==> config.mk <==
export PLATFORM = sky130hd
export DESIGN_NAME = sha256_stream_hasher_unit_flat
export DESIGN_NICKNAME = d
export VERILOG_FILES = /design/src/hw/rtl/sha_pkg.sv /design/src/hw/rtl/sha_if.sv /design/src/hw/rtl/sha256_stream_hasher_unit.sv /design/src/hw/rtl/sha_ctrl.sv /design/src/hw/rtl/sha_dp.sv /design/src/flat_wrapper.sv
export SDC_FILE = /design/constraint.sdc
export NUM_CORES = 2
export LEC_CHECK = 0
export ABC_AREA = 1
export BUFFER_PORTS_ARGS = -buffer_cell sky130_fd_sc_hd__buf_4
export CORE_MARGIN = 1
export CORE_UTILIZATION = 45
export DETAILED_ROUTE_END_ITERATION = 8
export GPL_ROUTABILITY_DRIVEN = 1
export MAX_ROUTING_LAYER = met4
export PLACE_DENSITY = 0.62
export SYNTH_ARGS = -nofsm -noshare
export SYNTH_HDL_FRONTEND = slang
export SYNTH_SLANG_ARGS = --single-unit
==> constraint.sdc <==
create_clock -name clk -period 38 [get_ports clk]
set_input_delay 3.8 -clock clk [delete_from_list [all_inputs] [get_ports clk]]
set_output_delay 3.8 -clock clk [all_outputs]
set_load 0.005 [all_outputs]
==> src/hw/rtl/sha_pkg.sv <==
// sha_pkg: shared constants, types and round functions of the sha-256 hasher
// no dependencies
`timescale 1ns / 1ps
`default_nettype none
package sha_pkg;

  localparam int unsigned BlockBytes = 64;
  localparam int unsigned Rounds     = 64;
  localparam int unsigned CountW     = 61;

  typedef enum logic [2:0] {
    ST_IDLE,
    ST_LOAD,
    ST_ROUND,
    ST_FOLD,
    ST_OUT
  } ctl_state_t;

  typedef enum logic [1:0] {
    PAD_NONE,
    PAD_FIRST,
    PAD_EXTRA
  } pad_kind_t;

  // controller to datapath
  typedef struct packed {
    logic      put_byte;
    logic [7:0] byte_val;
    logic      load;
    logic      round;
    logic      fold;
    pad_kind_t pad;
    logic      clear;
    logic      out_step;
  } dp_cmd_t;

  // datapath to controller
  typedef struct packed {
    logic       block_full;
    logic       long_tail;
    logic       last_round;
    logic [2:0] out_idx;
  } dp_sts_t;

  function automatic logic [31:0] iv(input logic [2:0] i);
    logic [31:0] v;
    unique case (i)
      3'd0: v = 32'h6a09e667;
      3'd1: v = 32'hbb67ae85;
      3'd2: v = 32'h3c6ef372;
      3'd3: v = 32'ha54ff53a;
      3'd4: v = 32'h510e527f;
      3'd5: v = 32'h9b05688c;
      3'd6: v = 32'h1f83d9ab;
      default: v = 32'h5be0cd19;
    endcase
    return v;
  endfunction

  function automatic logic [31:0] round_k(input logic [5:0] r);
    logic [31:0] k [64];
    k = '{
      32'h428a2f98, 32'h71374491, 32'hb5c0fbcf, 32'he9b5dba5, 32'h3956c25b, 32'h59f111f1,
      32'h923f82a4, 32'hab1c5ed5, 32'hd807aa98, 32'h12835b01, 32'h243185be, 32'h550c7dc3,
      32'h72be5d74, 32'h80deb1fe, 32'h9bdc06a7, 32'hc19bf174, 32'he49b69c1, 32'hefbe4786,
      32'h0fc19dc6, 32'h240ca1cc, 32'h2de92c6f, 32'h4a7484aa, 32'h5cb0a9dc, 32'h76f988da,
      32'h983e5152, 32'ha831c66d, 32'hb00327c8, 32'hbf597fc7, 32'hc6e00bf3, 32'hd5a79147,
      32'h06ca6351, 32'h14292967, 32'h27b70a85, 32'h2e1b2138, 32'h4d2c6dfc, 32'h53380d13,
      32'h650a7354, 32'h766a0abb, 32'h81c2c92e, 32'h92722c85, 32'ha2bfe8a1, 32'ha81a664b,
      32'hc24b8b70, 32'hc76c51a3, 32'hd192e819, 32'hd6990624, 32'hf40e3585, 32'h106aa070,
      32'h19a4c116, 32'h1e376c08, 32'h2748774c, 32'h34b0bcb5, 32'h391c0cb3, 32'h4ed8aa4a,
      32'h5b9cca4f, 32'h682e6ff3, 32'h748f82ee, 32'h78a5636f, 32'h84c87814, 32'h8cc70208,
      32'h90befffa, 32'ha4506ceb, 32'hbef9a3f7, 32'hc67178f2};
    return k[r];
  endfunction

  function automatic logic [31:0] rotr(input logic [31:0] x, input int unsigned n);
    return (x >> n) | (x << (32 - n));
  endfunction

endpackage
`default_nettype wire

==> src/hw/rtl/sha_if.sv <==
// sha_if: valid/ready channel interfaces for input bytes and digest words
// depends on nothing
`timescale 1ns / 1ps
`default_nettype none
interface sha_in_if;
  logic       valid;
  logic       ready;
  logic [7:0] data_byte;
  logic       has_byte;
  logic       is_last;
  modport source (output valid, data_byte, has_byte, is_last, input ready);
  modport sink (input valid, data_byte, has_byte, is_last, output ready);
endinterface

interface sha_out_if;
  logic        valid;
  logic        ready;
  logic [31:0] digest_word;
  logic [2:0]  word_index;
  logic        last_word;
  modport source (output valid, digest_word, word_index, last_word, input ready);
  modport sink (input valid, digest_word, word_index, last_word, output ready);
endinterface
`default_nettype wire

==> src/hw/rtl/sha256_stream_hasher_unit.sv <==
// sha256_stream_hasher_unit: top level of the byte-stream sha-256 hasher
// depends on sha_pkg, sha_if, sha_ctrl, sha_dp
// a byte that does not close a block is taken while the controller stays idle
// a byte that closes a block holds the input through the load, round and fold states
// last item: one or two such blocks, then eight digest words, one per cycle when ready
// synchronous active-low reset restores the initial hash and clears all counts
`timescale 1ns / 1ps
`default_nettype none
module sha256_stream_hasher_unit
  import sha_pkg::*;
(
  input wire logic clk,
  input wire logic rst_n,
  sha_in_if.sink   in_ch,
  sha_out_if.source out_ch
);

  dp_cmd_t cmd;
  dp_sts_t sts;
  logic    ctl_last_flag;

  sha_ctrl u_ctrl (
    .clk         (clk),
    .rst_n       (rst_n),
    .in_valid    (in_ch.valid),
    .in_ready    (in_ch.ready),
    .in_data_byte(in_ch.data_byte),
    .in_has_byte (in_ch.has_byte),
    .in_is_last  (in_ch.is_last),
    .out_valid   (out_ch.valid),
    .out_ready   (out_ch.ready),
    .cmd         (cmd),
    .sts         (sts)
  );

  sha_dp u_dp (
    .clk        (clk),
    .rst_n      (rst_n),
    .cmd        (cmd),
    .sts        (sts),
    .digest_word(out_ch.digest_word)
  );

  assign ctl_last_flag     = (sts.out_idx == 3'd7);
  assign out_ch.word_index = sts.out_idx;
  assign out_ch.last_word  = ctl_last_flag;

endmodule
`default_nettype wire

==> src/hw/rtl/sha_ctrl.sv <==
// sha_ctrl: sequencing state machine of the hasher
// depends on sha_pkg
`timescale 1ns / 1ps
`default_nettype none
module sha_ctrl
  import sha_pkg::*;
(
  input  wire logic    clk,
  input  wire logic    rst_n,
  input  wire logic    in_valid,
  output logic         in_ready,
  input  wire logic [7:0] in_data_byte,
  input  wire logic    in_has_byte,
  input  wire logic    in_is_last,
  output logic         out_valid,
  input  wire logic    out_ready,
  output dp_cmd_t      cmd,
  input  dp_sts_t      sts
);

  ctl_state_t state_r, state_nxt;
  logic       fin_r, fin_nxt;    // finishing a message
  logic       extra_r, extra_nxt; // a second pad block follows

  logic acc;
  assign acc = in_valid && in_ready;

  always_ff @(posedge clk) begin
    if (!rst_n) begin
      state_r <= ST_IDLE;
      fin_r   <= 1'b0;
      extra_r <= 1'b0;
    end else begin
      state_r <= state_nxt;
      fin_r   <= fin_nxt;
      extra_r <= extra_nxt;
    end
  end

  always_comb begin
    state_nxt = state_r;
    fin_nxt   = fin_r;
    extra_nxt = extra_r;
    unique case (state_r)
      ST_IDLE: begin
        if (acc) begin
          if (in_has_byte && sts.block_full) begin
            // a last byte that closes a block needs a whole pad block after it
            state_nxt = ST_LOAD;
            fin_nxt   = in_is_last;
            extra_nxt = in_is_last;
          end else if (in_is_last) begin
            state_nxt = ST_LOAD;
            fin_nxt   = 1'b1;
            extra_nxt = sts.long_tail;
          end
        end
      end
      ST_LOAD:  state_nxt = ST_ROUND;
      ST_ROUND: if (sts.last_round) state_nxt = ST_FOLD;
      ST_FOLD: begin
        if (extra_r) begin
          state_nxt = ST_LOAD;
          extra_nxt = 1'b0;
        end else if (fin_r) begin
          state_nxt = ST_OUT;
        end else begin
          state_nxt = ST_IDLE;
        end
      end
      ST_OUT: begin
        if (out_ready && sts.out_idx == 3'd7) begin
          state_nxt = ST_IDLE;
          fin_nxt   = 1'b0;
        end
      end
      default: state_nxt = ST_IDLE;
    endcase
  end

  always_comb begin
    in_ready  = (state_r == ST_IDLE);
    out_valid = (state_r == ST_OUT);
    cmd       = '0;
    cmd.byte_val = in_data_byte;
    cmd.pad   = PAD_NONE;
    unique case (state_r)
      ST_IDLE: begin
        cmd.put_byte = acc && in_has_byte;
        // padding of the final block is laid into the buffer at accept, unless the last byte closes a block
        if (acc && in_is_last && !(in_has_byte && sts.block_full)) begin
          cmd.pad = PAD_FIRST;
        end
      end
      ST_LOAD:  cmd.load  = 1'b1;
      ST_ROUND: cmd.round = 1'b1;
      ST_FOLD: begin
        cmd.fold = 1'b1;
        if (extra_r) cmd.pad = PAD_EXTRA;
      end
      ST_OUT: begin
        cmd.out_step = out_ready;
        cmd.clear    = out_ready && sts.out_idx == 3'd7;
      end
      default: ;
    endcase
  end

endmodule
`default_nettype wire

==> src/hw/rtl/sha_dp.sv <==
// sha_dp: block buffer, message schedule, round unit and hash registers
// depends on sha_pkg
`timescale 1ns / 1ps
`default_nettype none
module sha_dp
  import sha_pkg::*;
(
  input  wire logic  clk,
  input  wire logic  rst_n,
  input  dp_cmd_t    cmd,
  output dp_sts_t    sts,
  output logic [31:0] digest_word
);

  logic [31:0] buf_r [16];
  logic [31:0] buf_nxt [16];
  logic [31:0] w_r [16];
  logic [31:0] v_r [8];
  logic [31:0] h_r [8];
  logic [5:0]  fill_r;
  logic [CountW-1:0] cnt_r;
  logic [CountW-1:0] cnt_now;
  logic [5:0]  rnd_r;
  logic [2:0]  oidx_r;
  logic        pend_r; // 0x80 byte of the final message already placed
  logic [63:0] bits;
  logic [5:0]  pfill;
  logic [31:0] x2, x15, s0, s1, t1, t2, e, a;

  // length includes a byte taken in this same cycle
  assign cnt_now = cnt_r + CountW'(cmd.put_byte);
  assign bits    = {cnt_now, 3'b000};

  // place of the pad byte for the first final block
  assign pfill = cmd.put_byte ? fill_r + 6'd1 : fill_r;

  assign sts.block_full = (fill_r == 6'(BlockBytes - 1));
  assign sts.long_tail  = (pfill >= 6'd56) && !(cmd.put_byte && fill_r == 6'd63);
  assign sts.last_round = (rnd_r == 6'(Rounds - 1));
  assign sts.out_idx    = oidx_r;
  assign digest_word    = h_r[oidx_r];

  // round logic on the schedule window front
  always_comb begin
    x2  = w_r[14];
    x15 = w_r[1];
    s1  = rotr(x2, 17) ^ rotr(x2, 19) ^ (x2 >> 10);
    s0  = rotr(x15, 7) ^ rotr(x15, 18) ^ (x15 >> 3);
    e   = v_r[4];
    a   = v_r[0];
    t1  = v_r[7] + (rotr(e, 6) ^ rotr(e, 11) ^ rotr(e, 25)) + ((e & v_r[5]) ^ (~e & v_r[6]))
          + round_k(rnd_r) + w_r[0];
    t2  = (rotr(a, 2) ^ rotr(a, 13) ^ rotr(a, 22)) + ((a & v_r[1]) ^ (a & v_r[2]) ^ (v_r[1] & v_r[2]));
  end

  // buffer words, byte 0 of the block in the top byte of word 0
  always_comb begin
    for (int i = 0; i < 16; i++) begin
      buf_nxt[i] = buf_r[i];
      for (int j = 0; j < 4; j++) begin
        if (cmd.put_byte && fill_r == 6'(4*i + j))
          buf_nxt[i][31-8*j -: 8] = cmd.byte_val;
        if (cmd.pad == PAD_FIRST) begin
          if (6'(4*i + j) == pfill)
            buf_nxt[i][31-8*j -: 8] = 8'h80;
          else if (6'(4*i + j) > pfill)
            buf_nxt[i][31-8*j -: 8] = (i >= 14 && pfill < 6'd56) ?
                                      8'(bits >> (8 * (63 - (4*i + j)))) : 8'h00;
        end
        if (cmd.fold && cmd.pad == PAD_EXTRA) begin
          if (i >= 14)
            buf_nxt[i][31-8*j -: 8] = 8'(bits >> (8 * (63 - (4*i + j))));
          else if (i == 0 && j == 0 && !pend_r)
            buf_nxt[i][31-8*j -: 8] = 8'h80;
          else
            buf_nxt[i][31-8*j -: 8] = 8'h00;
        end
      end
    end
  end

  always_ff @(posedge clk) begin
    for (int i = 0; i < 16; i++) buf_r[i] <= buf_nxt[i];
    if (!rst_n) begin
      fill_r <= '0;
      cnt_r  <= '0;
      rnd_r  <= '0;
      oidx_r <= '0;
      pend_r <= 1'b0;
      for (int i = 0; i < 8; i++) h_r[i] <= iv(3'(i));
    end else begin
      if (cmd.put_byte) begin
        fill_r <= fill_r + 6'd1;
        cnt_r  <= cnt_now;
      end
      if (cmd.pad == PAD_FIRST) pend_r <= 1'b1;
      if (cmd.load) begin
        for (int i = 0; i < 8; i++) v_r[i] <= h_r[i];
        for (int i = 0; i < 16; i++) w_r[i] <= buf_r[i];
        rnd_r <= '0;
      end
      if (cmd.round) begin
        for (int i = 0; i < 15; i++) w_r[i] <= w_r[i+1];
        w_r[15] <= s1 + w_r[9] + s0 + w_r[0];
        v_r[7] <= v_r[6]; v_r[6] <= v_r[5]; v_r[5] <= v_r[4];
        v_r[4] <= v_r[3] + t1;
        v_r[3] <= v_r[2]; v_r[2] <= v_r[1]; v_r[1] <= v_r[0];
        v_r[0] <= t1 + t2;
        rnd_r <= rnd_r + 6'd1;
      end
      if (cmd.fold) begin
        for (int i = 0; i < 8; i++) h_r[i] <= h_r[i] + v_r[i];
        if (cmd.pad == PAD_EXTRA) pend_r <= 1'b1;
      end
      if (cmd.out_step) oidx_r <= oidx_r + 3'd1;
      if (cmd.clear) begin
        fill_r <= '0;
        cnt_r  <= '0;
        pend_r <= 1'b0;
        for (int i = 0; i < 8; i++) h_r[i] <= iv(3'(i));
      end
    end
  end

endmodule
`default_nettype wire

==> src/flat_wrapper.sv <==
// flat-port wrapper written by rule: the top's interface ports become plain ports
module sha256_stream_hasher_unit_flat import sha_pkg::*;
  (clk, rst_n, in_ch_valid, in_ch_data_byte, in_ch_has_byte, in_ch_is_last, in_ch_ready, out_ch_valid, out_ch_digest_word, out_ch_word_index, out_ch_last_word, out_ch_ready);
  sha_in_if in_ch_i ();
  sha_out_if out_ch_i ();
  input wire logic clk;
  input wire logic rst_n;
  input wire logic [$bits(in_ch_i.valid)-1:0] in_ch_valid;
  input wire logic [$bits(in_ch_i.data_byte)-1:0] in_ch_data_byte;
  input wire logic [$bits(in_ch_i.has_byte)-1:0] in_ch_has_byte;
  input wire logic [$bits(in_ch_i.is_last)-1:0] in_ch_is_last;
  output wire logic [$bits(in_ch_i.ready)-1:0] in_ch_ready;
  output wire logic [$bits(out_ch_i.valid)-1:0] out_ch_valid;
  output wire logic [$bits(out_ch_i.digest_word)-1:0] out_ch_digest_word;
  output wire logic [$bits(out_ch_i.word_index)-1:0] out_ch_word_index;
  output wire logic [$bits(out_ch_i.last_word)-1:0] out_ch_last_word;
  input wire logic [$bits(out_ch_i.ready)-1:0] out_ch_ready;
  assign in_ch_i.valid = in_ch_valid;
  assign in_ch_i.data_byte = in_ch_data_byte;
  assign in_ch_i.has_byte = in_ch_has_byte;
  assign in_ch_i.is_last = in_ch_is_last;
  assign in_ch_ready = in_ch_i.ready;
  assign out_ch_valid = out_ch_i.valid;
  assign out_ch_digest_word = out_ch_i.digest_word;
  assign out_ch_word_index = out_ch_i.word_index;
  assign out_ch_last_word = out_ch_i.last_word;
  assign out_ch_i.ready = out_ch_ready;
  sha256_stream_hasher_unit u_core (.clk(clk), .rst_n(rst_n), .in_ch(in_ch_i), .out_ch(out_ch_i));
endmodule
==> impl_metrics.env <==
export IMPL_htree_levels=4
export IMPL_routedWlPerCell_um=28.0
export IMPL_place_hpwl_mm=352
export IMPL_netlist_area_um2=102000
export IMPL_synth_main_ff_cell="edfxtp_1"
export IMPL_antenna_found_initial=14
export IMPL_placed_area_um2=105000
export IMPL_power_frac_seq=0.189
export IMPL_yosysSeqAreaShare=0.405
export IMPL_core_area_um2=225000
export IMPL_grt_pass1_wl_mm=654
export IMPL_cts_buffers=181
export IMPL_fillerInstances=22300
export IMPL_postCtsSetupBuffers=0
export IMPL_layout_common_cells="nand2_1 (3,757), inv_1 (1,417), o21ai_0 (1,320)"
export IMPL_synth_edf_count=901
export IMPL_grt_pass1_vias=92500
export IMPL_synth_seq_cells=1621
export IMPL_cp_startpoint="u_core.u_dp.rnd_r[0]"
export IMPL_dr_total_vias=98200
export IMPL_design_die_area_um2=229000
export IMPL_end_kind="register"
export IMPL_critPathSlowestCell="dfxtp_1"
export IMPL_clockBufferDepth=3
export IMPL_die_height_um=479
export IMPL_ios=52
export IMPL_fin_skew_ps=87.8
export IMPL_drive_gt1_frac=0.0459
export IMPL_synth_distinct_cells=70
export IMPL_start_kind="register"
export IMPL_path_class="register to register"
export IMPL_grt_usage=0.405
export IMPL_synth_cells=13600
export IMPL_final_common_cell="nand2_1"
export IMPL_first_pass_iters=9
export IMPL_crit_path_frequent_cell="nand2_1"
export IMPL_globalplace_congestion=1.05
export IMPL_clk_latency_ps=890
export IMPL_via_per_inst=5.93
export IMPL_r2r_end="u_core.u_dp.v_r[0][31]"
export IMPL_final_area_um2=111000
export IMPL_clock_sinks=1621
export IMPL_hold_class="register to register"
export IMPL_finalCritPeriodShare=0.246
export IMPL_async_reset_ff_frac=0
export IMPL_clock_fmax_ghz=0.107
export IMPL_max_slew_margin_rel=0.0160
export IMPL_status="finished clean"
export IMPL_switching_share=0.549
export IMPL_critical_path_required_ps=38570
export IMPL_cts_resized=0
export IMPL_syn_to_final_growth_pct=8.91
export IMPL_slew_violations=0
export IMPL_power_density_nw_per_um2=110
export IMPL_timing_rr_start="u_core.u_dp.rnd_r[0]"
export IMPL_finalNetCount=14000
export IMPL_crit_arrival_ps=9900
export IMPL_hold_violations=0
export IMPL_finalCriticalPeriod_ps=9330
export IMPL_regToRegSetupSlack_ps=28670
export IMPL_critPathMaxStageDelay_ps=720
export IMPL_initial_core_util=0.454
export IMPL_cts_tree="done"
export IMPL_ctsHoldBuffers=0
export IMPL_setup_viol=0
export IMPL_cellLeakagePower_nw=46.3
export IMPL_clockPowerShare=0.150
export IMPL_final_setup_tns_ps=0
export IMPL_syn_avg_cell_area_um2=7.52
export IMPL_totalWireLength_mm=463
export IMPL_tightest_slew_ps=1480
export IMPL_root_buffer="clkbuf_16"
export IMPL_drc=0
export IMPL_peakVddDrop_uv=148
export IMPL_critPathMaxFanout=14
export IMPL_worstSetupEndpoint="u_core.u_dp.v_r[0][31]"
export IMPL_power_switching_mw=6.76
export IMPL_finalCoreUtilization=0.494
export IMPL_portBuffers=51
export IMPL_drt_initial_drc_count=12100
export IMPL_clk_pin_slew_ps=70
export IMPL_pwr_share_comb=0.660
export IMPL_worstRegToRegCells=39
export IMPL_yosys_warnings=0
export IMPL_grt_max_degree=177
export IMPL_overflow=0
export IMPL_p_int_mw=5.55
export IMPL_syn_nets=14200
export IMPL_rows=174
export IMPL_rsz0062_at_grt="no"
export IMPL_drv_cap=0
export IMPL_drtAntennaViolNets=0
export IMPL_die_x_um=479
## final cells by class
class                   count  area (µm²)  area share
multi-input cells        9960       53200       0.477
flip-flops and latches   1621       41500       0.372
inverters                1477        5570      0.0500
clock buffers             234        4940      0.0444
well taps                2992        3740      0.0336
clock inverters           107        1250      0.0112
repair buffers            155        1200      0.0108
diodes                     16        40.0    0.000359
## synthesized netlist by cell type (74+ instances only)
library cell  count  area [µm²]
o21ai_0        1320        6610
xnor2_1         175        1530
nand4_1         123         769
nor2_1         1210        4540
ha_1            398        4980
clkbuf_1        481        1810
inv_1          1428        5360
nor3_1          281        1410
dfxtp_1         720       14400
o211ai_1         74         556
nand2_1        3759       14100
fa_1            195        3900
edfxtp_1        901       27100
xor2_1          216        1890
a211oi_1         90         676
nand3_1         578        2890
a21oi_1         948        4740
## critical path, delay by kind of cell (launching register included)
kind                     cells  cell delay (ps)
XOR/XNOR                     1              590
buffers and inverters        9              940
adder cells (fa/ha/maj)      7             3320
AO/OA/AOI/OAI                5             1540
flip-flops                   1              720
AND/OR/NAND/NOR             17             1890
## cell families (layout without fill, tap and decap cells)
logic type | Yosys count | count (layout) | synth area share
xor gates and xnor gates | 393 | 393 | 0.0339
DFF | 1621 | 1621 | 0.405
and+or+nand+nor | 6117 | 6117 | 0.243
adders and majority gates | 622 | 622 | 0.0897
buffers and inverters | 2028 | 1973 | 0.0753
AOI/OAI and AO/OA | 2809 | 2809 | 0.150
muxes | 19 | 19 | 0.00198
other | 0 | 16 | 0
## sequential cells by signal (all words and copies together) (netlist names), named ones only
name and cells:
u_core.u_ctrl.state_r 3, u_core.u_dp.oidx_r 3, u_core.u_dp.v_r 256, u_core.u_dp.buf_r 512, u_core.u_dp.rnd_r 6, u_core.u_ctrl.fin_r 1
u_core.u_dp.fill_r 6, u_core.u_dp.h_r 256, u_core.u_dp.w_r 512, u_core.u_ctrl.extra_r 1, u_core.u_dp.pend_r 1, u_core.u_dp.cnt_r 61
## per-layer routing
metal | vias to the layer above | GRT usage | part of all wire
li1 | 44700 | - | -
met1 | 47100 | 0.495 | 0.39
met2 | 5221 | 0.624 | 0.45
met3 | 1223 | 0.0723 | 0.090
met4 | 0 | 0.243 | 0.073
met5 | - | - | 0
## stage by stage
stage | std cells | hold WS [ps] | power [mW] | worst slack, ps
finish | 16600 | 456 | 12.3 | 28670
CTS | 16500 | 459 | 12.1 | 28820
detailed placement | 16200 | 447 | 10.2 | 28630
global route | 16600 | 478 | 13.1 | 28230
global placement | 16200 | 442 | 10.3 | 28670
floorplan | 13600 | 432 | 7.57 | 138
## power by group through the flow
stage	Sequential (mW)	Combinational (mW)	Clock, mW
global placement	2.35	7.96	0
detailed placement	2.35	7.87	0
global route	2.33	8.84	1.92
CTS	2.31	7.92	1.86
floorplan	2.38	5.19	0
finish	2.33	8.13	1.85
## worst min-delay path by stage
stage,cells past startpoint,slack (ps),to,from
after floorplan,2,430,u_core.u_dp.buf_r[1][35],u_core.u_dp.buf_r[1][35]
after global placement,2,440,u_core.u_dp.buf_r[0][160],u_core.u_dp.buf_r[0][160]
after detailed placement,2,450,u_core.u_dp.buf_r[0][235],u_core.u_dp.buf_r[0][235]
after CTS,2,460,u_core.u_dp.buf_r[0][235],u_core.u_dp.buf_r[0][235]
after global routing,2,480,u_core.u_dp.buf_r[0][232],u_core.u_dp.buf_r[0][232]
final,2,460,u_core.u_dp.buf_r[0][32],u_core.u_dp.buf_r[0][32]
Power figures use the tool's default switching activity.
